`src/rtl/etot_pkg.sv`:
```
`timescale 1ns / 1ps

package etot_pkg;

  // Sequencer states of the totient engine
  typedef enum logic [2:0] {
    ST_IDLE,
    ST_TEST,
    ST_REST_WAIT,
    ST_REST_GO,
    ST_ACC_GO,
    ST_ACC_WAIT,
    ST_TAIL_WAIT,
    ST_DONE
  } etot_state_t;

endpackage

```
`src/rtl/etot_div.sv`:
```
`timescale 1ns / 1ps

// Radix-2 restoring divider, one quotient bit per cycle.
// Divisor must be nonzero. done pulses one cycle with quo/rem valid.
module etot_div #(
  parameter int WIDTH = 16
) (
  input  logic             clk,
  input  logic             rst,
  input  logic             start,
  input  logic [WIDTH-1:0] dividend,
  input  logic [WIDTH-1:0] divisor,
  output logic             done,
  output logic [WIDTH-1:0] quo,
  output logic [WIDTH-1:0] rem
);

  localparam int CW = $clog2(WIDTH + 1);

  logic [WIDTH-1:0] dvs;
  logic [CW-1:0]    cnt;
  logic             busy;
  logic [WIDTH:0]   shifted;
  logic [WIDTH:0]   diff;
  logic             ge;

  // Trial subtract of the shifted partial remainder
  always_comb begin
    shifted = {rem, quo[WIDTH-1]};
    diff    = shifted - {1'b0, dvs};
    ge      = !diff[WIDTH];
  end

  // Control
  always_ff @(posedge clk) begin
    if (rst) begin
      busy <= 1'b0;
      done <= 1'b0;
      cnt  <= '0;
    end else begin
      done <= 1'b0;
      if (start) begin
        busy <= 1'b1;
        cnt  <= CW'(WIDTH);
      end else if (busy) begin
        cnt <= cnt - 1'b1;
        if (cnt == CW'(1)) begin
          busy <= 1'b0;
          done <= 1'b1;
        end
      end
    end
  end

  // Datapath
  always_ff @(posedge clk) begin
    if (start) begin
      rem <= '0;
      quo <= dividend;
      dvs <= divisor;
    end else if (busy) begin
      rem <= ge ? diff[WIDTH-1:0] : shifted[WIDTH-1:0];
      quo <= {quo[WIDTH-2:0], ge};
    end
  end

  // Remainder stays below the divisor once a division completes
  a_rem_lt_dvs: assert property (@(posedge clk) disable iff (rst)
    done |-> (rem < dvs))
    else $error("divider remainder not below divisor");

  // No restart while a division is running
  a_no_restart: assert property (@(posedge clk) disable iff (rst)
    busy |-> !start)
    else $error("divider started while busy");

  // done only follows a running division
  a_done_after_busy: assert property (@(posedge clk) disable iff (rst)
    done |-> $past(busy))
    else $error("divider done without a running division");

endmodule

```
`src/rtl/euler_totient_core.sv`:
```
`timescale 1ns / 1ps

// Euler totient engine.
// Input channel: value with in_valid/in_ready. Output channel: totient with
// out_valid/out_ready. One result transaction per input transaction.
// phi(m) is formed by trial division: for p = 2, 3, ... while p*p <= rest,
// p is divided out of rest and acc -= acc / p once per prime factor found;
// a leftover rest > 1 is a last prime factor. m = 0 gives 0, m = 1 gives 1.
// All divisions go through one shared radix-2 divider; p*p is kept as a
// running square (adder only). The worst case is a prime m near 2^WIDTH,
// with about 2^(WIDTH/2) trial divisors. One item is worked at a time;
// in_ready is high only while the engine is idle.
// The result sits in an output register until taken; while the receiver
// stalls, a finished item waits in the done state and no new item enters.
// Reset (rst, synchronous) returns the engine to idle and drops out_valid.
module euler_totient_core #(
  parameter int WIDTH = 16
) (
  input  logic             clk,
  input  logic             rst,
  input  logic             in_valid,
  output logic             in_ready,
  input  logic [WIDTH-1:0] value,
  output logic             out_valid,
  input  logic             out_ready,
  output logic [WIDTH-1:0] totient
);

  import etot_pkg::*;

  etot_state_t      state, state_next;
  logic [WIDTH-1:0] rest;
  logic [WIDTH-1:0] acc;
  logic [WIDTH-1:0] p;
  logic [WIDTH+1:0] sq;
  logic             hit;

  logic             div_start;
  logic [WIDTH-1:0] div_dividend;
  logic [WIDTH-1:0] div_divisor;
  logic             div_done;
  logic [WIDTH-1:0] div_quo;
  logic [WIDTH-1:0] div_rem;

  logic             sq_over;
  logic             out_free;

  assign sq_over  = sq > {2'b00, rest};
  assign out_free = !out_valid || out_ready;

  etot_div #(.WIDTH(WIDTH)) u_div (
    .clk      (clk),
    .rst      (rst),
    .start    (div_start),
    .dividend (div_dividend),
    .divisor  (div_divisor),
    .done     (div_done),
    .quo      (div_quo),
    .rem      (div_rem)
  );

  // Next state
  always_comb begin
    state_next = state;
    case (state)
      ST_IDLE:      if (in_valid) state_next = ST_TEST;
      ST_TEST: begin
        if (!sq_over) begin
          state_next = ST_REST_WAIT;
        end else if (rest > WIDTH'(1)) begin
          state_next = ST_TAIL_WAIT;
        end else begin
          state_next = ST_DONE;
        end
      end
      ST_REST_WAIT: begin
        if (div_done) begin
          if (div_rem == '0) begin
            state_next = ST_REST_GO;
          end else if (hit) begin
            state_next = ST_ACC_GO;
          end else begin
            state_next = ST_TEST;
          end
        end
      end
      ST_REST_GO:   state_next = ST_REST_WAIT;
      ST_ACC_GO:    state_next = ST_ACC_WAIT;
      ST_ACC_WAIT:  if (div_done) state_next = ST_TEST;
      ST_TAIL_WAIT: if (div_done) state_next = ST_DONE;
      ST_DONE:      if (out_free) state_next = ST_IDLE;
      default:      state_next = ST_IDLE;
    endcase
  end

  // Outputs of the sequencer: handshake and divider launch
  always_comb begin
    in_ready     = 1'b0;
    div_start    = 1'b0;
    div_dividend = rest;
    div_divisor  = p;
    case (state)
      ST_IDLE: in_ready = 1'b1;
      ST_TEST: begin
        if (!sq_over) begin
          div_start = 1'b1;
        end else if (rest > WIDTH'(1)) begin
          div_start    = 1'b1;
          div_dividend = acc;
          div_divisor  = rest;
        end
      end
      ST_REST_GO: div_start = 1'b1;
      ST_ACC_GO: begin
        div_start    = 1'b1;
        div_dividend = acc;
      end
      default: ;
    endcase
  end

  // State register
  always_ff @(posedge clk) begin
    if (rst) begin
      state <= ST_IDLE;
    end else begin
      state <= state_next;
    end
  end

  // Working registers
  always_ff @(posedge clk) begin
    case (state)
      ST_IDLE: begin
        if (in_valid) begin
          rest <= value;
          acc  <= value;
          p    <= WIDTH'(2);
          sq   <= (WIDTH + 2)'(4);
          hit  <= 1'b0;
        end
      end
      ST_REST_WAIT: begin
        if (div_done) begin
          if (div_rem == '0) begin
            rest <= div_quo;
            hit  <= 1'b1;
          end else if (!hit) begin
            p  <= p + 1'b1;
            sq <= sq + {1'b0, p, 1'b1};
          end
        end
      end
      ST_ACC_WAIT: begin
        if (div_done) begin
          acc <= acc - div_quo;
          hit <= 1'b0;
          p   <= p + 1'b1;
          sq  <= sq + {1'b0, p, 1'b1};
        end
      end
      ST_TAIL_WAIT: if (div_done) acc <= acc - div_quo;
      default: ;
    endcase
  end

  // Output register
  always_ff @(posedge clk) begin
    if (rst) begin
      out_valid <= 1'b0;
    end else if (state == ST_DONE && out_free) begin
      out_valid <= 1'b1;
    end else if (out_ready) begin
      out_valid <= 1'b0;
    end
  end

  always_ff @(posedge clk) begin
    if (state == ST_DONE && out_free) begin
      totient <= acc;
    end
  end

  // An accepted transaction starts the trial loop next cycle
  a_accept_to_test: assert property (@(posedge clk) disable iff (rst)
    (in_valid && in_ready) |=> (state == ST_TEST))
    else $error("accepted transaction did not start the loop");

  // Divider completions arrive only in a wait state
  a_done_in_wait: assert property (@(posedge clk) disable iff (rst)
    div_done |-> (state == ST_REST_WAIT || state == ST_ACC_WAIT ||
                  state == ST_TAIL_WAIT))
    else $error("divider completion outside a wait state");

  // Trial divisor never drops below two while working
  a_p_min: assert property (@(posedge clk) disable iff (rst)
    (state == ST_TEST) |-> (p >= WIDTH'(2)))
    else $error("trial divisor below two");

  // Totient never exceeds the remaining accumulator bound: acc only shrinks
  a_acc_shrinks: assert property (@(posedge clk) disable iff (rst)
    (state != ST_IDLE && $past(state) != ST_IDLE) |-> (acc <= $past(acc)))
    else $error("accumulator grew during an item");

endmodule

```
`config.mk`:
```
export PLATFORM = sky130hd
export DESIGN_NAME = euler_totient_core
export DESIGN_NICKNAME = d
export VERILOG_FILES = /design/src/rtl/etot_pkg.sv /design/src/rtl/etot_div.sv /design/src/rtl/euler_totient_core.sv
export SDC_FILE = /design/constraint.sdc
export NUM_CORES = 1
export LEC_CHECK = 0
export BUFFER_PORTS_ARGS = -buffer_cell sky130_fd_sc_hd__buf_2
export CORE_UTILIZATION = 57
export DETAILED_ROUTE_END_ITERATION = 8
export PLACE_DENSITY = 0.77
export REMOVE_ABC_BUFFERS = 1
export SLEW_MARGIN = 20
export SYNTH_ARGS = -nofsm -noshare
export SYNTH_HDL_FRONTEND = slang
export SYNTH_HIERARCHICAL = 1
export SYNTH_SLANG_ARGS = --single-unit
export TNS_END_PERCENT = 50
```
`constraint.sdc`:
```
create_clock -name clk -period 3.1 [get_ports clk]
set_input_delay 0.465 -clock clk [delete_from_list [all_inputs] [get_ports clk]]
set_output_delay 0.465 -clock clk [all_outputs]
set_load 0.005 [all_outputs]
```
==> results of run 1 <==
## worst register-to-register path: stages (launching register included)
cell	delay (ns)
edfxtp_1	0.42
inv_1	0.11
ha_1	0.31
nand4_1	0.18
nor2_1	0.23
o221ai_4	0.15
a2111o_1	0.38
a31o_2	0.30
nand2b_1	0.20
or3_2	0.45
o21ai_0	0.16
## cell type report
cell class              instances  share of cell area [%]
repair buffers                 65                    3.85
inverters                      70                    2.48
flip-flops and latches        142                    37.7
multi-input cells             676                    47.7
well taps                     216                    2.55
clock buffers                  18                    4.06
clock inverters                14                    1.56
## flip-flops by register name (all words and copies together) (netlist names)
| name | cells |
|---|---|
| rest | 16 |
| hit | 1 |
| acc | 16 |
| out_valid | 1 |
| u_div/cnt | 5 |
| u_div/done | 1 |
| state | 3 |
| u_div/rem | 16 |
| sq | 18 |
| p | 16 |
| u_div/busy | 1 |
| u_div/quo | 16 |
| totient | 16 |
| u_div/dvs | 16 |
## power by group through the flow
stage | registers (W) | logic (W) | clock network [W]
after floorplan | 0.00364 | 0.00510 | 0
after global placement | 0.00378 | 0.00672 | 0
after detailed placement | 0.00379 | 0.00686 | 0
after CTS | 0.00377 | 0.00696 | 0.00209
after global routing | 0.00386 | 0.00778 | 0.00216
final | 0.00378 | 0.00707 | 0.00207
## logic make-up (layout without fill, tap and decap cells)
family          after synthesis  after routing
compound gates              240            240
xor+xnor                     35             35
fa+ha+maj                    69             69
buf+inv                     101            167
flops                       142            142
mux                          58             58
simple gates                274            274
## final timing paths
| path | slack [ns] | depth (start not counted) | to |
|---|---|---|---|
| max | 0.14 | 10 | u_div/rem[13] |
| min | 0.34 | 3 | acc[12] |
| max reg2reg | 0.14 | 10 | u_div/rem[13] |
| min reg2reg | 0.51 | 0 | totient[2] |
## layout by cell type (no fill, tap or decap), types with 7 or more instances in the layout
master     netlist  final
a21o_1          14     14
nor2b_1         10     10
xnor2_1         19     19
o21a_1          12     12
buf_4            0     27
edfxtp_1       115    115
o21ai_0         54     54
a311oi_1        12     12
o31ai_1          9      9
nand2b_1        21     21
a21oi_1         39     37
o211ai_1         9      9
inv_1           70     70
a21oi_2          6      7
mux2_2          52     52
clkbuf_16        0     17
nand2_1         44     44
or3_1           11     11
nand4_1         14     14
buf_2            2     37
ha_1            66     66
a31oi_1         12     12
nor3_1          24     24
dfxtp_1         27     27
nand3_1         22     22
nor3b_1          8      8
nor2_1          64     63
nor4_1          12     12
a211oi_1        11     11
xor2_1          16     16
## through the flow
stage	setup WS (ns)	utilization, %
global placement	0.240	62.2
finish	0.140	65.9
detailed placement	0.208	62.2
global route	0.000763	65.9
CTS	0.137	65.9
floorplan	-0.109	-
## per-layer routing
metal,global-route usage (%),vias to the layer above,wire [um]
li1,-,3582,-
met1,37.0,3503,10200
met2,44.3,306,10500
met3,5.84,47,1500
met4,11.5,0,592
met5,0,-,0
==> impl_results.rst, run 1 <==
.. list-table::
   :header-rows: 1

   * - Metric
     - Value
   * - Wire length of the first global-routing pass
     - 36.2 mm
   * - Clock network fraction of design power
     - 16.0%
   * - Dominant cell by count in the synthesized netlist
     - edfxtp_1
   * - Synthesized area
     - 9500 sq um
   * - Setup repair after global routing missed its margin
     - false
   * - Number of inserted filler cells in the final layout
     - 1219
   * - Predominant post-synthesis flop cell
     - edfxtp_1
   * - Worst min-delay path category
     - in2reg
   * - Wire length per cell
     - 18.9 um
   * - Largest delay share family, worst path
     - simple AND/OR/NAND/NOR gates
   * - Synthesized-area fraction occupied by and/or/nand/nor cells
     - 15.5%
   * - Post-synth cell types
     - 87
   * - Flip-flop and latch count after synthesis
     - 142
   * - Maximum clock path buffer count
     - 2
   * - Diodes inserted
     - 0
   * - Post-cts gate resize count
     - 0
   * - Synthesized-area fraction occupied by xor and xnor cells
     - 3.23%
   * - Relative area change from synthesis to final layout
     - 11.4%
   * - Power per Cell Area
     - 1220 nW/um^2
   * - Launch point of the worst hold path
     - value[12]
   * - Fmax
     - 338 MHz
   * - Port Buffer Count
     - 37
   * - Fraction of the mapped netlist area in adder cells
     - 9.33%
   * - Minimum period implied by the final worst setup slack
     - 2.96 ns
   * - Complex-gate fraction of the synthesized area
     - 18.1%
   * - Cts hold-fix bufs
     - 0
   * - DR pass1 iterations
     - 6
   * - Post-synth top cells
     - 115 x edfxtp_1, 70 x inv_1, 66 x ha_1
   * - Relative contribution of combinational cells to total power
     - 54.7%
   * - Portion of the clock cycle consumed by the worst path in the final layout
     - 95.5%
   * - Final wirelength
     - 22.7 mm
   * - Global-route usage over all layers
     - 27.8%
   * - Sinks on the clock net
     - 142
   * - Initial Util
     - 59.2%
   * - Combinational family with the most area after synthesis
     - compound AO/OA/AOI/OAI gates
   * - Cell types with the largest area share after synthesis
     - edfxtp_1 36%, ha_1 8.7%, mux2_2 6.2%, dfxtp_1 5.7%, o21ai_0 2.8%
   * - Clock tree from TritonCTS
     - yes
   * - Relative slew slack
     - 28.8%
   * - Non-filler instance count after layout
     - 1201
   * - Share of final-layout standard cells stronger than drive strength 1
     - 19.6%
   * - Dpl hpwl
     - 16.5 mm
   * - Initial DRC count
     - 718
   * - Worst path bufs/invs
     - 1
   * - Total congestion overflow
     - 0
   * - Final count of negative-setup-slack endpoints
     - 0
   * - Post-Route Skew
     - 0.0115 ns
   * - Cell count after synthesis
     - 919
   * - Result of the run
     - completed
   * - Fraction of the yosys area taken by sequential cells
     - 42.0%
   * - Area occupied by multi-input gates
     - 5050 sq um
   * - Final total power
     - 0.0129 W
   * - Static leakage
     - 4.18 nW
   * - Area fraction of the dominant cell type after synthesis
     - 36.4%
   * - Maximum fanout along the worst path
     - 5
   * - Hold Worst Slack
     - 0.338 ns
   * - Core area
     - 16100 sq um
   * - Crit path launch
     - rest[13]
   * - Crit path arrival time
     - 3.30 ns
   * - Root buffer cell
     - clkbuf_16
   * - Seq pwr share
     - 29.2%
   * - Post-detailed-route via-to-cell ratio
     - 6.19
   * - Clock slew at reported path FFs
     - 0.06 ns
   * - Chip Width
     - 131 um
   * - Stage delay of the slowest cell on the critical path
     - 0.45 ns
   * - Remaining antenna violation count after routing
     - 0
   * - Crit path required time
     - 3.44 ns
   * - Post-route cell area
     - 10600 sq um
   * - Rows
     - 46
   * - Number of pins exceeding their max-slew limit in the final report
     - 0
   * - Final weighted congestion in routability-driven placement
     - 0.917
   * - Number of synthesized flops with an enable pin
     - 115
   * - Switching power summed over all nets
     - 0.00557 W
   * - Worst slew pin tran
     - 1.07 ns
   * - Critical-path cell with the highest stage delay
     - or3_2
   * - Dominant cell type by area after synthesis
     - edfxtp_1
   * - Total die area
     - 17200 sq um
   * - Placed Instances
     - 1169
   * - Placed cell area
     - 9990 sq um
   * - Pin count of the biggest net entering global routing
     - 35
   * - Peak supply drop
     - 680 uV
   * - Die Y
     - 131 um
   * - Nature of the critical path endpoint
     - flop
   * - Critical Path Start Type
     - flop
   * - Per-instance average area after synthesis
     - 10.3 sq um
   * - Net count reported at finish
     - 1061
   * - Post-CTS Setup Repair Bufs
     - 0
   * - Launching point of the worst reg2reg path
     - rest[13]
   * - Final hold violations
     - 0
   * - Vias
     - 7438
   * - Num ports
     - 38
   * - Residual DRC count
     - 0
   * - Worst setup path class
     - reg2reg
   * - Number of H-tree branching levels
     - 4
   * - Count of warnings emitted by yosys
     - 6
   * - Proportion of total power due to net switching
     - 43.1%
   * - Max-cap violations
     - 0
   * - Share of synthesized flip-flops with an asynchronous set or reset
     - 0%
   * - Flip-flop and latch area
     - 3990 sq um
   * - Via count of the first global-routing pass
     - 7095
   * - Cell internal pwr
     - 0.00735 W
   * - Worst path cell trace
     - inv_1 -> ha_1 -> nand4_1 -> nor2_1 -> o221ai_4 -> a2111o_1 -> a31o_2 -> nand2b_1 -> or3_2 -> o21ai_0
   * - Clock latency at the later pin of the worst-skew pair
     - 0.42 ns
   * - CTS Buf Count
     - 17
   * - Multiplexer fraction of the synthesized cell area
     - 6.80%
   * - Initial antenna violation count
     - 0
   * - Setup TNS
     - 0 ns
Power figures use the tool's default switching activity.
==> run 2: changes to the inputs <==
--- a/config.mk
+++ b/config.mk
@@ -9,6 +9,7 @@
 export CORE_UTILIZATION = 57
 export DETAILED_ROUTE_END_ITERATION = 8
 export PLACE_DENSITY = 0.77
+export RECOVER_POWER = 50
 export REMOVE_ABC_BUFFERS = 1
 export SLEW_MARGIN = 20
 export SYNTH_ARGS = -nofsm -noshare
==> constraint.sdc (replaced) <==
create_clock -name clk -period 2.71 [get_ports clk]
set_input_delay 0.4065 -clock clk [delete_from_list [all_inputs] [get_ports clk]]
set_output_delay 0.4065 -clock clk [all_outputs]
set_load 0.005 [all_outputs]
==> run 2 against run 1 <==
The flow now finishes with violations (setup timing). Non-clock buffer count rose by 66. Maximum frequency rose by 6.8%. Sequential power rose by 14%. Clock power rose by 17%. Die area did not move. Critical endpoint is now u_div/quo[7].
==> impl_results.rst, run 2 (synthesized netlist as in run 1, its figures left out) <==
.. list-table::
   :header-rows: 1

   * - Metric
     - Value
   * - Result of the run
     - finished with violations
   * - Failing checks
     - setup timing
   * - Nature of the critical path endpoint
     - flop
   * - Maximum fanout along the worst path
     - 18
   * - Reg2Reg Capture Point
     - u_div/quo[7]
   * - Launching point of the worst reg2reg path
     - sq[8]
   * - Crit path arrival time
     - 2.95 ns
   * - Cts hold-fix bufs
     - 0
   * - Total die area
     - 17200 sq um
   * - Wire length per cell
     - 19.4 um
   * - Initial DRC count
     - 641
   * - Relative slew slack
     - 26.5%
   * - CTS Buf Count
     - 17
   * - Post-Route Skew
     - 0.0126 ns
   * - Final Worst Setup Slack
     - -0.0617 ns
   * - Setup WS pre-CTS
     - -0.0953 ns
   * - Residual DRC count
     - 0
   * - Max-cap violations
     - 0
   * - Launch point of the worst hold path
     - value[13]
   * - Flip-flop count of the largest register after layout
     - 18
   * - Peak supply drop
     - 650 uV
   * - Cell depth of the worst flop-to-flop path
     - 8
   * - Relative area change from synthesis to final layout
     - 19.1%
   * - Die Y
     - 131 um
   * - Commonest non-fill, non-tap cells in the layout
     - 115 x edfxtp_1, 81 x buf_4, 68 x inv_1
   * - Maximum clock path buffer count
     - 2
   * - Minimum period implied by the final worst setup slack
     - 2.77 ns
   * - DR pass1 iterations
     - 6
   * - Setup TNS
     - -0.582 ns
   * - Clock latency at the later pin of the worst-skew pair
     - 0.43 ns
   * - Flop-to-flop setup slack
     - -0.06 ns
   * - Global-route usage over all layers
     - 29.2%
   * - Remaining antenna violation count after routing
     - 0
   * - Clock tree from TritonCTS
     - yes
   * - Final count of negative-setup-slack endpoints
     - 17
   * - Number of H-tree branching levels
     - 4
   * - Core area
     - 16100 sq um
   * - Hold Path Sink
     - acc[13]
   * - Via count of the first global-routing pass
     - 7318
   * - Portion of the clock cycle consumed by the worst path in the final layout
     - 102%
   * - Root buffer cell
     - clkbuf_16
   * - Final wirelength
     - 24.6 mm
   * - Worst slew pin tran
     - 1.10 ns
   * - Total congestion overflow
     - 0
   * - Power per Cell Area
     - 1420 nW/um^2
   * - Setup repair after global routing missed its margin
     - true
   * - Hold path cells
     - 3
   * - Dpl hpwl
     - 17.7 mm
   * - Clock slew at reported path FFs
     - 0.07 ns
   * - Post-route core utilization
     - 70.5%
   * - Wire length of the first global-routing pass
     - 37.8 mm
   * - Hold Worst Slack
     - 0.275 ns
   * - Share of final-layout standard cells stronger than drive strength 1
     - 24.7%
   * - Crit path required time
     - 2.89 ns
   * - Post-detailed-route via-to-cell ratio
     - 6.25
   * - Worst setup path class
     - reg2reg
   * - Num ports
     - 38
   * - Final total power
     - 0.0161 W
   * - Final weighted congestion in routability-driven placement
     - 0.913
   * - Port Buffer Count
     - 37
   * - Rows
     - 46
   * - Number of pins exceeding their max-slew limit in the final report
     - 0
   * - Critical Path Start Type
     - flop
   * - Static leakage
     - 4.54 nW
   * - Vias
     - 7925
   * - Initial Util
     - 59.2%
   * - Sinks on the clock net
     - 142
   * - Net count reported at finish
     - 1127
   * - Pin count of the biggest net entering global routing
     - 35
   * - Most common library cell in the layout ignoring fill and taps
     - edfxtp_1
   * - Number of inserted filler cells in the final layout
     - 1107
   * - Chip Width
     - 131 um
   * - Most flops, register
     - sq
   * - Final hold violations
     - 0
   * - Diodes inserted
     - 0
   * - Worst min-delay path category
     - in2reg
   * - Initial antenna violation count
     - 0
   * - Fmax
     - 361 MHz
run 2: cell types whose count changed in the layout (fill, tap and decap cells not counted), sizes merged:
cell | before | now
clkinvlp | 4 | 0
inv | 73 | 76
bufinv | 3 | 1
buf | 65 | 107
clkbuf | 18 | 45
run 2: area by class of cell:
type	count	area [sq um]	share of cell area, %
sequential	142	3990	35.3
tap	216	270	2.39
clock inverter	11	115	1.02
timing repair buffer	131	881	7.79
multi-input combinational	676	5290	46.7
clock buffer	21	504	4.46
inverter	70	263	2.32
run 2: per-layer routing:
metal  GRT usage, %  vias to the layer above  wire length [um]
met3           5.19                       44              1350
met5              0                        -                 0
met2           49.2                      307             12000
li1               -                     3718                 -
met4           8.99                        0               433
met1           38.3                     3856             10800
run 2: repair_timing:
action	4_1_cts	5_1_grt
resized for setup	15	39
endpoints found under the setup margin	38	47
setup buffers	3	2
pin swaps	6	14
run 2: worst max path at each step:
stage          depth (start not counted)            end  slack [ns]           from
2_1_floorplan                          6         sq[16]       -0.50       state[1]
3_3_place_gp                           9  u_div/rem[13]       -0.03          sq[9]
3_5_place_dp                           9  u_div/rem[15]        -0.1          sq[9]
4_1_cts                               11   u_div/rem[8]      -0.003  u_div/quo[15]
5_1_grt                               10   u_div/quo[5]       -0.15       rest[15]
6_report                               8   u_div/quo[7]       -0.06          sq[8]
run 2: where the power goes:
| group | internal [W] | switching (W) | total, W |
|---|---|---|---|
| clock network | 0.00145 | 0.000984 | 0.00243 |
| logic | 0.00412 | 0.00522 | 0.00934 |
| registers | 0.00359 | 0.000715 | 0.00430 |
| total | 0.00915 | 0.00692 | 0.0161 |
run 2: metrics by stage:
step | instance area, sq um | std cells
after floorplan | 9280 | 888
after global placement | 10500 | 1230
after detailed placement | 10500 | 1230
after CTS | 11200 | 1265
after global routing | 11300 | 1267
final | 11300 | 1267
run 2: critical path, stage by stage (launching register included):
cell	delay, ns
edfxtp_1	0.46
ha_4	0.31
nand4_1	0.17
nor2_2	0.20
o221ai_4	0.13
a2111o_1	0.46
a31o_4	0.29
buf_6	0.19
mux2_4	0.32
==> run 3: changes to the inputs <==
--- a/config.mk
+++ b/config.mk
@@ -5,6 +5,8 @@
 export SDC_FILE = /design/constraint.sdc
 export NUM_CORES = 1
 export LEC_CHECK = 0
+export ABC_AREA = 1
+export ABC_CLOCK_PERIOD_IN_PS = 2710
 export BUFFER_PORTS_ARGS = -buffer_cell sky130_fd_sc_hd__buf_2
 export CORE_UTILIZATION = 57
 export DETAILED_ROUTE_END_ITERATION = 8
==> run 3 against run 2 <==
The run now ends clean. Worst setup slack gained 0.21 ns. Die area up 4.5%. Clock skew about the same. Synthesized area is 4.6% higher. Wire length grew 1.5%. Design area down 2.5%. Maximum frequency up 8.4%. Register-to-register slack improved by 0.21 ns. Critical path type unchanged. Critical endpoint is now rest[8]. Largest power group unchanged. Highest routed layer unchanged.
==> impl_results.rst, run 3 <==
.. list-table::
   :header-rows: 1

   * - Metric
     - Value
   * - Peak supply drop
     - 711 uV
   * - Count of warnings emitted by yosys
     - 6
   * - Stage delay of the slowest cell on the critical path
     - 0.68 ns
   * - CTS Buf Count
     - 17
   * - Root buffer cell
     - clkbuf_16
   * - Hold Worst Slack
     - 0.216 ns
   * - Remaining antenna violation count after routing
     - 0
   * - Net count reported at finish
     - 1488
   * - Clock tree from TritonCTS
     - yes
   * - Critical Path Start Type
     - flop
   * - Number of synthesized flops with an enable pin
     - 115
   * - Per-instance average area after synthesis
     - 7.40 sq um
   * - Clock slew at reported path FFs
     - 0.07 ns
   * - Maximum clock path buffer count
     - 2
   * - Power per Cell Area
     - 1360 nW/um^2
   * - Total die area
     - 18000 sq um
   * - Initial Util
     - 59.1%
   * - Most common library cell in the layout ignoring fill and taps
     - nand2_1
   * - Final count of negative-setup-slack endpoints
     - 0
   * - Relative area change from synthesis to final layout
     - 11.0%
   * - Share of final-layout standard cells stronger than drive strength 1
     - 8.71%
   * - Max-cap violations
     - 0
   * - Number of pins exceeding their max-slew limit in the final report
     - 0
   * - Clock latency at the later pin of the worst-skew pair
     - 0.44 ns
   * - Final wirelength
     - 25.0 mm
   * - Minimum period implied by the final worst setup slack
     - 2.56 ns
   * - Portion of the clock cycle consumed by the worst path in the final layout
     - 94.4%
   * - Result of the run
     - completed
   * - Launch point of the worst hold path
     - rst
   * - Area fraction of the dominant cell type after synthesis
     - 34.8%
   * - Num ports
     - 38
   * - Flip-flop count of the largest register after layout
     - 18
   * - Die Y
     - 134 um
   * - Crit path arrival time
     - 2.73 ns
   * - Static leakage
     - 5.38 nW
   * - Via count of the first global-routing pass
     - 8222
   * - Initial DRC count
     - 747
   * - Initial antenna violation count
     - 0
   * - Flip-flop and latch count after synthesis
     - 142
   * - Share of synthesized flip-flops with an asynchronous set or reset
     - 0%
   * - Nature of the critical path endpoint
     - flop
   * - Worst setup path class
     - reg2reg
   * - Dominant cell by count in the synthesized netlist
     - nand2_1
   * - Fmax
     - 391 MHz
   * - Commonest non-fill, non-tap cells in the layout
     - 432 x nand2_1, 217 x inv_1, 115 x edfxtp_1
   * - Most flops, register
     - sq
   * - Reg2Reg Capture Point
     - rest[8]
   * - Hold Path Sink
     - state[2]
   * - Flop-to-flop setup slack
     - 0.15 ns
   * - Cell count after synthesis
     - 1343
   * - Number of H-tree branching levels
     - 4
   * - Fraction of the yosys area taken by sequential cells
     - 40.2%
   * - Setup repair after global routing missed its margin
     - true
   * - Chip Width
     - 134 um
   * - Wire length per cell
     - 15.3 um
   * - Crit path required time
     - 2.88 ns
   * - Worst path most repeated cell
     - nand2_1
   * - Post-synth top cells
     - 432 x nand2_1, 215 x inv_1, 115 x edfxtp_1
   * - Residual DRC count
     - 0
   * - Cell depth of the worst flop-to-flop path
     - 7
   * - Post-synth cell types
     - 50
   * - Synthesized area
     - 9940 sq um
   * - Worst path cell trace
     - inv_2 -> nor2_2 -> clkbuf_1 -> nand2_1 -> nand2_1 -> a21oi_1 -> buf_4
   * - Cell types with the largest area share after synthesis
     - edfxtp_1 35%, nand2_1 16%, ha_1 8.3%, inv_1 8.1%, dfxtp_1 5.4%
   * - Maximum fanout along the worst path
     - 19
   * - Post-Route Skew
     - 0.0127 ns
   * - Rows
     - 47
   * - Relative slew slack
     - 40.7%
   * - Hold path cells
     - 2
   * - Final weighted congestion in routability-driven placement
     - 0.943
   * - DR pass1 iterations
     - 5
   * - Worst slew pin tran
     - 0.889 ns
   * - Number of inserted filler cells in the final layout
     - 1473
   * - Predominant post-synthesis flop cell
     - edfxtp_1
   * - Area occupied by multi-input gates
     - 4970 sq um
   * - Diodes inserted
     - 0
   * - Core area
     - 16800 sq um
   * - Global-route usage over all layers
     - 28.9%
   * - Port Buffer Count
     - 37
   * - Vias
     - 8922
   * - Total congestion overflow
     - 0
   * - Critical-path cell with the highest stage delay
     - clkbuf_1
   * - Wire length of the first global-routing pass
     - 40.6 mm
   * - Launching point of the worst reg2reg path
     - state[1]
   * - Post-route core utilization
     - 65.6%
   * - Sinks on the clock net
     - 142
   * - Pin count of the biggest net entering global routing
     - 35
   * - Worst min-delay path category
     - in2reg
   * - Final hold violations
     - 0
   * - Post-detailed-route via-to-cell ratio
     - 5.47
   * - Dominant cell type by area after synthesis
     - edfxtp_1
   * - Flip-flop and latch area
     - 3990 sq um
   * - Dpl hpwl
     - 19.0 mm
-- run 3: changes by cell type after synthesis, moves of 34 or more --
cell,before,now
nand3_1,22,84
nand2_1,44,432
a21oi_1,39,73
o21ai_0,54,88
mux2_2,52,0
inv_1,70,215
-- run 3: worst max-delay path, delay by kind of cell, from the launching register on --
family                 cells  cell delay [ns]
AO/OA/AOI/OAI              1             0.05
buffers and inverters      3             1.15
flip-flops                 1             0.57
AND/OR/NAND/NOR            3             0.50
-- run 3: cell type report --
class | count | share of cell area (%)
clock buffers | 19 | 4.02
clock inverters | 13 | 1.18
inverters | 223 | 7.63
multi-input cells | 953 | 45.1
flip-flops and latches | 142 | 36.2
well taps | 220 | 2.50
repair buffers | 62 | 3.39
-- run 3: worst max path at each step --
stage | from | cells past startpoint | slack, ns | endpoint
floorplan | rest[9] | 12 | -2.78 | u_div/quo[0]
global route | rest[13] | 16 | -0.02 | u_div/cnt[3]
detailed placement | rest[5] | 12 | 0.12 | u_div/quo[12]
CTS | rest[15] | 11 | 0.08 | u_div/quo[15]
global placement | rest[6] | 13 | 0.19 | u_div/quo[10]
finish | state[1] | 7 | 0.15 | rest[8]
-- run 3: routing by layer --
metal	track usage (%)	up-vias	routed length [um]
met1	40.0	4078	11400
li1	-	4486	-
met2	45.4	310	11400
met4	10.4	0	614
met3	5.29	48	1670
met5	0	-	0
-- run 3: what timing repair did --
action,CTS,global route
hold buffers,0,0
resized for setup,0,4
setup endpoints to repair,0,29
buffers inserted,0,1
-- run 3: where the power goes --
part	internal, W	switching (W)
combinational	0.00276	0.00546
clock	0.00131	0.00102
sequential	0.00374	0.000738
total	0.00782	0.00722
-- run 3: kinds of logic after synthesis --
kind of cell	count (synthesis)	synth area share [%]
compound gates	202	10.9
xor+xnor	15	1.32
fa+ha+maj	69	8.92
buf+inv	248	9.82
flops	142	40.2
simple gates	667	28.8
-- run 3: per-stage QoR --
step | TNS, ns | cell area, sq um | total power (W) | worst slack (ns) | std cells
2_1_floorplan | -164.56 | 9800 | 0.0101 | -2.78 | 1318
3_3_place_gp | 0 | 10500 | 0.0123 | 0.189 | 1599
3_5_place_dp | 0 | 10500 | 0.0125 | 0.123 | 1599
4_1_cts | 0 | 11000 | 0.0149 | 0.0815 | 1631
5_1_grt | -0.0232 | 11000 | 0.0163 | -0.0222 | 1632
6_report | 0 | 11000 | 0.0150 | 0.152 | 1632
